$ cat src/hw/rtl/dif_pkg.sv
`timescale 1ns / 1ps

package dif_pkg;

  // Depth of the command queue between the parser and the fill engine.
  localparam int CMD_DEPTH = 4;
  localparam int CMD_PTR_W = $clog2(CMD_DEPTH);
  localparam int CMD_CNT_W = $clog2(CMD_DEPTH + 1);

  // Configuration register indexes.
  localparam logic [2:0] REG_ORIGIN_COL = 3'd0;
  localparam logic [2:0] REG_ORIGIN_ROW = 3'd1;
  localparam logic [2:0] REG_FILL_COLOR = 3'd2;
  localparam logic [2:0] REG_ROW_PITCH  = 3'd3;
  localparam logic [2:0] REG_FRAME_BASE = 3'd4;

  localparam logic [12:0] ROW_PITCH_RESET = 13'd320;

  typedef enum logic [2:0] {
    PH_CNT_LO,
    PH_CNT_HI,
    PH_X_LO,
    PH_X_HI,
    PH_Y_LO,
    PH_Y_HI,
    PH_CTRL,
    PH_SKIP
  } phase_t;

  typedef enum logic [1:0] {
    CMD_DONE,
    CMD_ORIGIN,
    CMD_RUN
  } cmd_kind_t;

  typedef struct packed {
    cmd_kind_t   kind;
    logic        raw;
    logic [14:0] len;
    logic [15:0] row;
    logic [15:0] col;
  } cmd_t;

  typedef struct packed {
    logic [15:0] origin_col;
    logic [15:0] origin_row;
    logic [7:0]  fill_color;
    logic [12:0] row_pitch;
    logic [31:0] frame_base;
  } cfg_t;

endpackage

$ cat src/hw/rtl/delta_image_solid_fill.sv
`timescale 1ns / 1ps
// A byte that causes a fill passes the command queue, stage A and the output register.
// Throughput: one byte per cycle while the queue is not full, the fill engine retiring
// one command per cycle through its multiply and pointer stages unless the output stalls.
// Reset (rst, synchronous): parser returns to the count low byte, the queue and the
// output empty, and the registers return to zero with row_pitch at 320.

module delta_image_solid_fill (
  input  logic        clk,
  input  logic        rst,
  // Input byte stream.
  input  logic        in_valid,
  output logic        in_stall,
  input  logic [7:0]  data_byte,
  // Fill commands.
  output logic        out_valid,
  input  logic        out_stall,
  output logic [31:0] fill_address,
  output logic [14:0] fill_length,
  output logic [7:0]  fill_value,
  output logic        image_done,
  // Register writes.
  input  logic        cfg_valid,
  output logic        cfg_ready,
  input  logic [2:0]  cfg_index,
  input  logic [31:0] cfg_data
);

  // The block is split into a parser front end and a fill back end joined by a
  // short command queue. The parser walks the record structure a byte at a time
  // and produces three kinds of commands: end of image, record origin and run.
  // The back end owns the write pointer, so the parser never waits on address
  // arithmetic; the multiply by the row pitch sits in its own stage.

  dif_pkg::cfg_t cfg;
  logic          in_accept;
  logic          front_cmd_valid;
  dif_pkg::cmd_t front_cmd;
  dif_pkg::cmd_t queue_cmd;
  logic          queue_not_empty;
  logic          queue_full;
  logic          queue_pop;

  // Registers can always be written; software must write them only while idle, the block does not enforce it.
  assign cfg_ready = 1'b1;

  always_ff @(posedge clk) begin
    if (rst) begin
      cfg.origin_col <= 16'd0;
      cfg.origin_row <= 16'd0;
      cfg.fill_color <= 8'd0;
      cfg.row_pitch  <= dif_pkg::ROW_PITCH_RESET;
      cfg.frame_base <= 32'd0;
    end else if (cfg_valid && cfg_ready) begin
      case (cfg_index)
        dif_pkg::REG_ORIGIN_COL: cfg.origin_col <= cfg_data[15:0];
        dif_pkg::REG_ORIGIN_ROW: cfg.origin_row <= cfg_data[15:0];
        dif_pkg::REG_FILL_COLOR: cfg.fill_color <= cfg_data[7:0];
        dif_pkg::REG_ROW_PITCH:  cfg.row_pitch  <= cfg_data[12:0];
        dif_pkg::REG_FRAME_BASE: cfg.frame_base <= cfg_data;
        default: begin
          // Writes to unused indexes are dropped.
        end
      endcase
    end
  end

  // The input stalls only when the command queue is full. Every byte makes at
  // most one command, so a full queue is the only thing that can hold a beat.
  assign in_stall  = queue_full;
  assign in_accept = in_valid && !in_stall;

  dif_front u_front (
    .clk       (clk),
    .rst       (rst),
    .accept    (in_accept),
    .data_byte (data_byte),
    .cfg       (cfg),
    .cmd_valid (front_cmd_valid),
    .cmd       (front_cmd)
  );

  dif_cmd_fifo u_queue (
    .clk       (clk),
    .rst       (rst),
    .push      (front_cmd_valid),
    .wdata     (front_cmd),
    .pop       (queue_pop),
    .rdata     (queue_cmd),
    .not_empty (queue_not_empty),
    .full      (queue_full)
  );

  // The output register acts as the skid stage: the back end keeps pulling
  // commands while a finished fill waits to be taken, up to its one stage.
  dif_back u_back (
    .clk          (clk),
    .rst          (rst),
    .cfg          (cfg),
    .cmd_valid    (queue_not_empty),
    .cmd          (queue_cmd),
    .cmd_pop      (queue_pop),
    .out_valid    (out_valid),
    .out_stall    (out_stall),
    .fill_address (fill_address),
    .fill_length  (fill_length),
    .fill_value   (fill_value),
    .image_done   (image_done)
  );

endmodule

$ cat src/hw/rtl/dif_front.sv
`timescale 1ns / 1ps

// Record parser. Consumes one byte per accepted beat and emits at most one
// command per byte.
module dif_front (
  input  logic          clk,
  input  logic          rst,
  input  logic          accept,
  input  logic [7:0]    data_byte,
  input  dif_pkg::cfg_t cfg,
  output logic          cmd_valid,
  output dif_pkg::cmd_t cmd
);

  dif_pkg::phase_t phase, phase_next;
  logic [7:0]  held_low_byte, held_low_byte_next;
  logic [14:0] record_pixels, record_pixels_next;
  logic        compressed_flag, compressed_flag_next;
  logic [15:0] record_column, record_column_next;
  logic [15:0] pixels_remaining, pixels_remaining_next;
  logic [14:0] bytes_to_skip, bytes_to_skip_next;

  logic [15:0] word;
  logic [6:0]  ctrl_len;
  logic [15:0] rem_after_ctrl;
  logic [14:0] ctrl_skip;
  logic [14:0] skip_dec;

  assign word           = {data_byte, held_low_byte};
  assign ctrl_len       = data_byte[7:1];
  assign rem_after_ctrl = pixels_remaining - {9'd0, ctrl_len};
  assign ctrl_skip      = data_byte[0] ? 15'd1 : {8'd0, ctrl_len};
  assign skip_dec       = (bytes_to_skip != 15'd0) ? bytes_to_skip - 15'd1 : 15'd0;

  function automatic logic positive(input logic [15:0] v);
    positive = (v != 16'd0) && !v[15];
  endfunction

  always_comb begin
    phase_next            = phase;
    held_low_byte_next    = held_low_byte;
    record_pixels_next    = record_pixels;
    compressed_flag_next  = compressed_flag;
    record_column_next    = record_column;
    pixels_remaining_next = pixels_remaining;
    bytes_to_skip_next    = bytes_to_skip;
    case (phase)
      dif_pkg::PH_CNT_LO: begin
        held_low_byte_next = data_byte;
        phase_next         = dif_pkg::PH_CNT_HI;
      end
      dif_pkg::PH_CNT_HI: begin
        if (word == 16'd0) begin
          phase_next = dif_pkg::PH_CNT_LO;
        end else begin
          record_pixels_next   = word[15:1];
          compressed_flag_next = word[0];
          phase_next           = dif_pkg::PH_X_LO;
        end
      end
      dif_pkg::PH_X_LO: begin
        held_low_byte_next = data_byte;
        phase_next         = dif_pkg::PH_X_HI;
      end
      dif_pkg::PH_X_HI: begin
        record_column_next = cfg.origin_col + word;
        phase_next         = dif_pkg::PH_Y_LO;
      end
      dif_pkg::PH_Y_LO: begin
        held_low_byte_next = data_byte;
        phase_next         = dif_pkg::PH_Y_HI;
      end
      dif_pkg::PH_Y_HI: begin
        if (compressed_flag) begin
          pixels_remaining_next = {1'b0, record_pixels};
          phase_next = (record_pixels != 15'd0) ? dif_pkg::PH_CTRL : dif_pkg::PH_CNT_LO;
        end else begin
          bytes_to_skip_next = record_pixels;
          phase_next         = dif_pkg::PH_SKIP;
        end
      end
      dif_pkg::PH_CTRL: begin
        pixels_remaining_next = rem_after_ctrl;
        bytes_to_skip_next    = ctrl_skip;
        if (ctrl_skip != 15'd0) begin
          phase_next = dif_pkg::PH_SKIP;
        end else begin
          phase_next = positive(rem_after_ctrl) ? dif_pkg::PH_CTRL : dif_pkg::PH_CNT_LO;
        end
      end
      dif_pkg::PH_SKIP: begin
        bytes_to_skip_next = skip_dec;
        if (skip_dec == 15'd0) begin
          phase_next = (compressed_flag && positive(pixels_remaining)) ?
                       dif_pkg::PH_CTRL : dif_pkg::PH_CNT_LO;
        end
      end
      default: begin
        phase_next = dif_pkg::PH_CNT_LO;
      end
    endcase
  end

  always_comb begin
    cmd_valid = 1'b0;
    cmd.kind  = dif_pkg::CMD_RUN;
    cmd.raw   = !compressed_flag;
    cmd.len   = {8'd0, ctrl_len};
    cmd.row   = cfg.origin_row + word;
    cmd.col   = record_column;
    case (phase)
      dif_pkg::PH_CNT_HI: begin
        cmd_valid = accept && (word == 16'd0);
        cmd.kind  = dif_pkg::CMD_DONE;
      end
      dif_pkg::PH_Y_HI: begin
        cmd_valid = accept;
        cmd.kind  = dif_pkg::CMD_ORIGIN;
        cmd.len   = record_pixels;
      end
      dif_pkg::PH_CTRL: begin
        cmd_valid = accept && (ctrl_len != 7'd0);
      end
      default: begin
        cmd_valid = 1'b0;
      end
    endcase
  end

  always_ff @(posedge clk) begin
    if (rst) begin
      phase            <= dif_pkg::PH_CNT_LO;
      held_low_byte    <= 8'd0;
      record_pixels    <= 15'd0;
      compressed_flag  <= 1'b0;
      record_column    <= 16'd0;
      pixels_remaining <= 16'd0;
      bytes_to_skip    <= 15'd0;
    end else if (accept) begin
      phase            <= phase_next;
      held_low_byte    <= held_low_byte_next;
      record_pixels    <= record_pixels_next;
      compressed_flag  <= compressed_flag_next;
      record_column    <= record_column_next;
      pixels_remaining <= pixels_remaining_next;
      bytes_to_skip    <= bytes_to_skip_next;
    end
  end

endmodule

$ cat src/hw/rtl/dif_cmd_fifo.sv
`timescale 1ns / 1ps

// Small command queue between the parser and the fill engine.
module dif_cmd_fifo (
  input  logic          clk,
  input  logic          rst,
  input  logic          push,
  input  dif_pkg::cmd_t wdata,
  input  logic          pop,
  output dif_pkg::cmd_t rdata,
  output logic          not_empty,
  output logic          full
);

  dif_pkg::cmd_t                    mem [dif_pkg::CMD_DEPTH];
  logic [dif_pkg::CMD_PTR_W-1:0]    wptr;
  logic [dif_pkg::CMD_PTR_W-1:0]    rptr;
  logic [dif_pkg::CMD_CNT_W-1:0]    count;

  assign rdata     = mem[rptr];
  assign not_empty = (count != '0);
  assign full      = (count == dif_pkg::CMD_CNT_W'(dif_pkg::CMD_DEPTH));

  always_ff @(posedge clk) begin
    if (push) begin
      mem[wptr] <= wdata;
    end
  end

  always_ff @(posedge clk) begin
    if (rst) begin
      wptr  <= '0;
      rptr  <= '0;
      count <= '0;
    end else begin
      if (push) begin
        wptr <= wptr + dif_pkg::CMD_PTR_W'(1);
      end
      if (pop) begin
        rptr <= rptr + dif_pkg::CMD_PTR_W'(1);
      end
      if (push && !pop) begin
        count <= count + dif_pkg::CMD_CNT_W'(1);
      end else if (pop && !push) begin
        count <= count - dif_pkg::CMD_CNT_W'(1);
      end
    end
  end

  a_no_overflow: assert property (@(posedge clk) disable iff (rst) push |-> !full)
    else $error("command queue written while full");

  a_no_underflow: assert property (@(posedge clk) disable iff (rst) pop |-> not_empty)
    else $error("command queue read while empty");

  a_count_up: assert property (@(posedge clk) disable iff (rst)
    (push && !pop) |=> count == $past(count) + dif_pkg::CMD_CNT_W'(1))
    else $error("command queue count did not follow a write");

endmodule

$ cat src/hw/rtl/dif_back.sv
`timescale 1ns / 1ps

// Fill engine. Stage A forms the row product, stage B tracks the write
// pointer and loads the output register.
module dif_back (
  input  logic          clk,
  input  logic          rst,
  input  dif_pkg::cfg_t cfg,
  input  logic          cmd_valid,
  input  dif_pkg::cmd_t cmd,
  output logic          cmd_pop,
  output logic          out_valid,
  input  logic          out_stall,
  output logic [31:0]   fill_address,
  output logic [14:0]   fill_length,
  output logic [7:0]    fill_value,
  output logic          image_done
);

  logic          a_valid;
  dif_pkg::cmd_t a_cmd;
  logic [31:0]   a_prod;
  logic [31:0]   write_pointer;

  logic signed [29:0] row_mul;
  logic               b_adv;
  logic               b_emit;
  logic [31:0]        origin_ptr;

  assign row_mul    = $signed(cmd.row) * $signed({1'b0, cfg.row_pitch});
  assign b_adv      = a_valid && (!out_valid || !out_stall);
  assign cmd_pop    = cmd_valid && (!a_valid || b_adv);
  assign origin_ptr = cfg.frame_base + a_prod + {{16{a_cmd.col[15]}}, a_cmd.col};

  always_comb begin
    case (a_cmd.kind)
      dif_pkg::CMD_DONE:   b_emit = 1'b1;
      dif_pkg::CMD_ORIGIN: b_emit = a_cmd.raw;
      dif_pkg::CMD_RUN:    b_emit = 1'b1;
      default:             b_emit = 1'b0;
    endcase
  end

  always_ff @(posedge clk) begin
    if (rst) begin
      a_valid <= 1'b0;
    end else if (cmd_pop) begin
      a_valid <= 1'b1;
    end else if (b_adv) begin
      a_valid <= 1'b0;
    end
  end

  always_ff @(posedge clk) begin
    if (cmd_pop) begin
      a_cmd  <= cmd;
      a_prod <= {{2{row_mul[29]}}, row_mul};
    end
  end

  always_ff @(posedge clk) begin
    if (rst) begin
      write_pointer <= 32'd0;
      out_valid     <= 1'b0;
    end else begin
      if (!out_valid || !out_stall) begin
        out_valid <= b_adv && b_emit;
      end
      if (b_adv) begin
        case (a_cmd.kind)
          dif_pkg::CMD_ORIGIN: write_pointer <= origin_ptr;
          dif_pkg::CMD_RUN:    write_pointer <= write_pointer + {17'd0, a_cmd.len};
          default:             write_pointer <= write_pointer;
        endcase
      end
    end
  end

  always_ff @(posedge clk) begin
    if (b_adv) begin
      case (a_cmd.kind)
        dif_pkg::CMD_DONE: begin
          fill_address <= 32'd0;
          fill_length  <= 15'd0;
          fill_value   <= 8'd0;
          image_done   <= 1'b1;
        end
        dif_pkg::CMD_ORIGIN: begin
          fill_address <= origin_ptr;
          fill_length  <= a_cmd.len;
          fill_value   <= cfg.fill_color;
          image_done   <= 1'b0;
        end
        default: begin
          fill_address <= write_pointer;
          fill_length  <= a_cmd.len;
          fill_value   <= cfg.fill_color;
          image_done   <= 1'b0;
        end
      endcase
    end
  end

endmodule

$ cat config.mk
export PLATFORM = sky130hd
export DESIGN_NAME = delta_image_solid_fill
export DESIGN_NICKNAME = d
export VERILOG_FILES = /design/src/hw/rtl/dif_pkg.sv /design/src/hw/rtl/delta_image_solid_fill.sv /design/src/hw/rtl/dif_front.sv /design/src/hw/rtl/dif_cmd_fifo.sv /design/src/hw/rtl/dif_back.sv
export SDC_FILE = /design/constraint.sdc
export NUM_CORES = 1
export LEC_CHECK = 0
export BUFFER_PORTS_ARGS = -buffer_cell sky130_fd_sc_hd__buf_2
export CORE_UTILIZATION = 58
export CTS_CLUSTER_SIZE = 14
export DETAILED_ROUTE_END_ITERATION = 6
export GPL_TIMING_DRIVEN = 0
export PLACE_DENSITY = 0.84
export SLEW_MARGIN = 10
export SYNTH_ARGS = -nofsm -noshare
export SYNTH_HDL_FRONTEND = slang
export SYNTH_HIERARCHICAL = 1
export SYNTH_SLANG_ARGS = --single-unit
$ cat constraint.sdc
create_clock -name clk -period 7.5 [get_ports clk]
set_input_delay 0.375 -clock clk [delete_from_list [all_inputs] [get_ports clk]]
set_output_delay 0.375 -clock clk [all_outputs]
set_load 0.03 [all_outputs]
Yosys cells after proc, flatten, opt, wreduce, memory -nomap -nowiden
Memories as Yosys holds them, arrays and structs flattened. A register that Yosys moved wholly into a read port is not among the register bits.
Index checks and enable logic that the tools add are counted.
{"block": "totals", "ramBits": 200, "n_memories": 1, "word_cells": 140, "latchBits": 0, "regBits": 320, "output_inout_bits": 59, "mem_bits_ro": 0}
{"name": "u_queue.mem", "depth": 4, "word_bits": 50, "rd": 1, "rd_ports_with_merged_regs": 1, "wr": 1, "line": "dif_cmd_fifo.sv:15", "source": "dif_pkg::cmd_t mem [dif_pkg::CMD_DEPTH];"}
{"block": "classes", "div": 0, "mul": 1, "n_reduce_logical": 53, "mux": 29, "eq_ne": 17, "n_lt_le_gt_ge": 0, "addsub": 11, "n_bitwise": 1, "n_shift": 0}
{"op": "32-bit case mux with 2 select lines", "count": 2}
{"op": "32-bit adder", "count": 2}
{"op": "15-bit two-way mux", "count": 3}
{"op": "15-bit case mux with 3 select lines", "count": 1}
{"op": "15-bit nonzero test", "count": 3}
{"op": "16-bit adder", "count": 2}
{"op": "32-bit by 15-bit adder with 32-bit output", "count": 1}
{"op": "16-bit case mux with 2 select lines", "count": 1}
{"op": "16-bit nonzero test", "count": 2}
{"op": "16-bit by 14-bit multiplier with 30-bit output", "count": 1}
{"op": "3-bit two-way mux", "count": 8}
{"op": "3-bit case mux with 8 select lines", "count": 1}
{"op": "3-bit == test (second input constant)", "count": 6}
{"op": "2-bit AND reduction", "count": 9}
{"op": "16-bit zero test", "count": 1}
{"op": "16-bit two-way mux", "count": 1}
{"op": "16-bit by 7-bit subtractor with 16-bit output", "count": 1}
{"op": "15-bit zero test", "count": 1}
{"op": "15-bit by 1-bit subtractor with 15-bit output (second input constant)", "count": 1}
{"op": "3-bit by 2-bit == test with 1-bit output (second input constant)", "count": 4}
{"op": "1-bit logical AND", "count": 11}
{"op": "1-bit zero test", "count": 9}
{"op": "3-bit AND reduction", "count": 3}
{"op": "2-bit nonzero test", "count": 4}
{"op": "other kinds (22)", "count": 34}

Logic depth before layout (Yosys ltp)
{"block": "depth", "depth_word": 9, "mapped_depth": 27}

Hierarchy
The synthesis kept the hierarchy.
{"mod": "dif_back", "seq_area_each_um2": 4284.1, "area_per_inst_um2": 17101.4, "instances": 1, "cells_per_inst": 1759}
{"mod": "dif_cmd_fifo", "seq_area_each_um2": 6185.9, "area_per_inst_um2": 7702.4, "instances": 1, "cells_per_inst": 306}
{"mod": "dif_front", "seq_area_each_um2": 1481.4, "area_per_inst_um2": 5545.3, "instances": 1, "cells_per_inst": 724}
{"mod": "delta_image_solid_fill", "seq_area_each_um2": 1701.6, "area_per_inst_um2": 3504.6, "instances": 1, "cells_per_inst": 324}

Worst setup path after synthesis
No wires, ideal clock.
{"block": "synth_path", "path_type": "reg2reg", "from": "register with a tool-made name", "to": "register u_back/a_prod[29] (netlist name)", "required_ns": 7.240, "arrival_ns": 6.871, "path_stages_with_launch": 25, "setup_time_ns": 0.260, "slack_ns": 0.369, "path_cell_list": "dfxtp_1 buf_6 buf_12 mux4_2 clkbuf_1 and2_1 fa_1 fa_1 inv_1 fa_1 inv_1 fa_1 fa_1 inv_1 fa_1 inv_1 ha_1 a21o_1 a21oi_1 o21bai_1 a31o_2 a211o_1 a31o_2 a21oi_1 xnor2_1"}

==> impl_metrics.csv <==
group,metric,value,unit
yosys,async_reset_ff_frac,0,
detailed_routing,wl_per_cell,21.6,um
grt,grt_pass1_vias,24600,
floorplanning,die_w,244,um
power_and_ir_drop,p_leak,15.4,nW
floorplanning,initial_utilization,0.587,
layout,final_common_cell,"edfxtp_1",
worst_setup_path,r2r_cells,24,
sta,drv_slew,0,
clock_tree,cts_tree,"yes",
detailed_routing,wl_met1,35.0,mm
detailed_routing,vias,25000,
worst_setup_path,slowest_delay,570,ps
detailed_routing,top_layer,"met5",
sta,skew,33.4,ps
worst_hold_path,hold_depth,3,
clock_tree,clock_sinks,522,
floorplanning,fp.coreArea,0.0577,mm2
layout,fin_area,0.0373,mm2
worst_setup_path,cp_slowest_cell,"mux4_2",
layout,syn_to_final_growth,10.1,%
sta,finalHoldViolCount,0,
layout,layout-drive-gt1-share,0.108,
detailed_routing,dr.pass1.iters,6,
yosys,avgSynthCellArea,10.9,um2
sta,worst_pin_slew,1060,ps
worst_hold_path,worstHoldStart,"cfg_data[28]",
worst_setup_path,cp-end-kind,"flip-flop",
power_and_ir_drop,vdd.ir_drop.worst,0.280,mV
yosys,synth.yosys.seq_area_share,0.403,
detailed_routing,routed-wl-met3,8.56,mm
clock_tree,cts_buffers,52,
grt,antenna_found_initial,4,
detailed_routing,drc,0,
sta,period_share,0.968,
grt,grt_use_total,0.297,
detailed_routing,antenna_left,0,
detailed_routing,drt_wl_total,88.4,mm
job,maxCapViolCount,0,
detailed_routing,wl_met2,41.4,mm
run_status,outcome,"finished clean",
grt,grt_start_max_net_pins,63,
layout,layout_common_cells,"edfxtp_1 (320), inv_1 (302), nand2_1 (272)",
yosys,syn_nets,3566,
worst_setup_path,timing.rr.end,"u_back/a_prod[29]",
yosys,ys.flop_type,"edfxtp_1",
floorplanning,die_area,0.0593,mm2
clock_tree,htreeDepth,2,
worst_setup_path,required,7830,ps
worst_setup_path,arrival,7590,ps
sta,setup_viol_count_final,0,
clock_tree,clockRootBuffer,"clkbuf_16",
layout,multi_input_area,0.0184,mm2
layout,nets,3741,
placed_design,place_hpwl,66.0,mm
worst_setup_path,path_cells,"buf_6 > buf_12 > mux4_2 > and2_1 > fa_1 > inv_1 > fa_1 > inv_1 > fa_1 > fa_1 > fa_1 > inv_1 > fa_1 > inv_1 > ha_2 > a21o_1 > a211o_1 > a21oi_1 > o21ai_1 > a21o_1 > a211o_1 > a31o_2 > a21oi_2 > xnor2_1",
clock_tree,clock_path_buffers,3,
layout,fin_util,0.646,
worst_setup_path,r2r_slack,240,ps
yosys,synth-edff-count,320,
layout,nFillCells,4317,
clock_tree,clkLatencyLatePin,640,ps
floorplanning,ioPinCount,107,
worst_setup_path,start_kind,"flip-flop",
grt,overflow,0,
grt,grt_pass1_wl,137,mm
floorplanning,fp.dieH,244,um
worst_setup_path,critPathBufInv,6,
worst_setup_path,crit_family,"adder cells",
yosys,netlist_instances,3113,
power_and_ir_drop,power_density,419,mW/mm2
detailed_routing,viasPerCell,6.10,
yosys,yosys_warnings,6,
detailed_routing,first_iter_violations,2817,
layout,regArea,0.0137,mm2
yosys,synth_seq_cells,522,
yosys,syn_area,0.0339,mm2
clock_tree,path_clk_slew,60,ps
clock_tree,hold_buffers,0,
sta,fmax,138,MHz
sta,maxSlewHeadroom,0.293,
floorplanning,rows,88,
worst_setup_path,path_common_cell,"fa_1",
sta,post-route-min-period,7260,ps
worst_hold_path,hp-class,"input port to flip-flop",
placed_design,place.gp.congestion,0.974,
yosys,ys_types,99,
worst_setup_path,cp_max_fo,10,
worst_hold_path,hold_end,"cfg[28]",
worst_setup_path,critical_path_class,"flip-flop to flip-flop",
placed_design,port_buffers,104,
placed_design,placed_area,0.0354,mm2
-- where the power goes --
part | leakage, nW | internal, W | switching (W)
logic | 9.94 | 0.00345 | 0.00549
clock network | 0.799 | 0.00138 | 0.00115
registers | 4.61 | 0.00381 | 0.000335
total | 15.4 | 0.00863 | 0.00697
-- final cells by class --
cell class              count  area share
well taps                 765      0.0257
inverters                 304      0.0307
clock buffers              65      0.0368
diodes                      2    0.000134
flip-flops and latches    522       0.366
clock inverters            33     0.00752
plain buffers             127      0.0173
repair buffers            132      0.0211
multi-input cells        2149       0.495
-- cells in the mapped netlist (8+ instances only) --
cell type	count	area share
nand2_1	272	0.030
inv_1	303	0.034
clkbuf_1	100	0.011
edfxtp_1	320	0.28
nor3_1	44	0.0065
o211ai_1	21	0.0047
fa_1	239	0.14
o21bai_1	8	0.0018
buf_2	19	0.0028
o21ai_0	132	0.020
a22oi_1	8	0.0018
or2_2	9	0.0017
a31oi_1	21	0.0039
nand4_1	12	0.0022
nand3_1	34	0.0050
o21a_1	21	0.0047
xor2_1	33	0.0085
ha_1	166	0.061
a21oi_1	136	0.020
xnor2_1	67	0.017
mux4_2	50	0.033
a21o_1	31	0.0069
or3_1	14	0.0026
nor2_1	175	0.019
o31ai_1	12	0.0027
mux2i_1	112	0.033
and2_1	136	0.025
nor2b_1	36	0.0067
and3_1	22	0.0041
a211oi_1	35	0.0078
nand2b_1	126	0.023
nor4_1	21	0.0039
dfxtp_1	202	0.12
-- worst register-to-register path, cell delays in order, from the launching register on --
cell and delay, ps:
dfxtp_1 340, buf_6 150, buf_12 170, mux4_2 570, and2_1 190, fa_1 540
inv_1 60, fa_1 530, inv_1 60, fa_1 580, fa_1 460, fa_1 550
inv_1 50, fa_1 520, inv_1 40, ha_2 310, a21o_1 190, a211o_1 280
a21oi_1 140, o21ai_1 150, a21o_1 260, a211o_1 290, a31o_2 240, a21oi_2 150
xnor2_1 110
-- per-stage QoR --
step                worst slack [ps]  std cells  power [W]  TNS [ps]  hold slack, ps
floorplan                        369       3113     0.0105         0             445
global placement                -429       3982     0.0126      -977             457
detailed placement              -569       3986     0.0129     -1570             462
CTS                            -36.8       4083     0.0155     -36.8            2.12
global route                   -18.9       4097     0.0167     -18.9            37.4
finish                           242       4099     0.0156         0            24.8
-- metal layers --
metal	vias to the layer above	track usage
met5	-	0
met4	6	0.113
met3	261	0.0599
met2	1385	0.479
met1	12200	0.398
li1	11200	-
-- flip-flops by register name, summed over array words and instances, names as in the netlist, 3 cells and up, named ones only --
signal                    flops
u_back/fill_address          32
u_queue/count                 3
u_back/a_cmd                 34
u_front/bytes_to_skip        15
u_queue/mem                 200
u_front/held_low_byte         8
u_back/fill_length           15
u_back/write_pointer         32
u_front/record_pixels        15
u_back/a_prod                30
cfg                          85
u_front/record_column        16
u_back/fill_value             8
u_front/phase                 3
u_front/pixels_remaining     16
-- cell families (layout without fill, tap and decap cells) --
logic type | count (synthesis) | count (layout) | synth area share
compound gates | 529 | 529 | 0.103
simple gates | 949 | 949 | 0.144
flops | 522 | 522 | 0.403
buf+inv | 442 | 661 | 0.0533
other cells | 1 | 3 | 0.000111
mux | 165 | 165 | 0.0674
fa+ha+maj | 405 | 405 | 0.203
xor+xnor | 100 | 100 | 0.0259
-- worst max-delay path by stage --
stage	end	cells past startpoint
after floorplan	u_back/a_prod[29]	24
after global placement	u_back/a_prod[29]	24
after detailed placement	u_back/a_prod[29]	24
after CTS	u_back/a_prod[29]	24
after global routing	u_back/a_prod[28]	24
final	u_back/a_prod[29]	24
-- repair_timing --
action,4_1_cts,5_1_grt
setup endpoints to repair,7,5
setup buffers,3,21
resized for setup,9,22
pin swaps,1,5
Note: power is estimated with default switching activity, not from simulation.
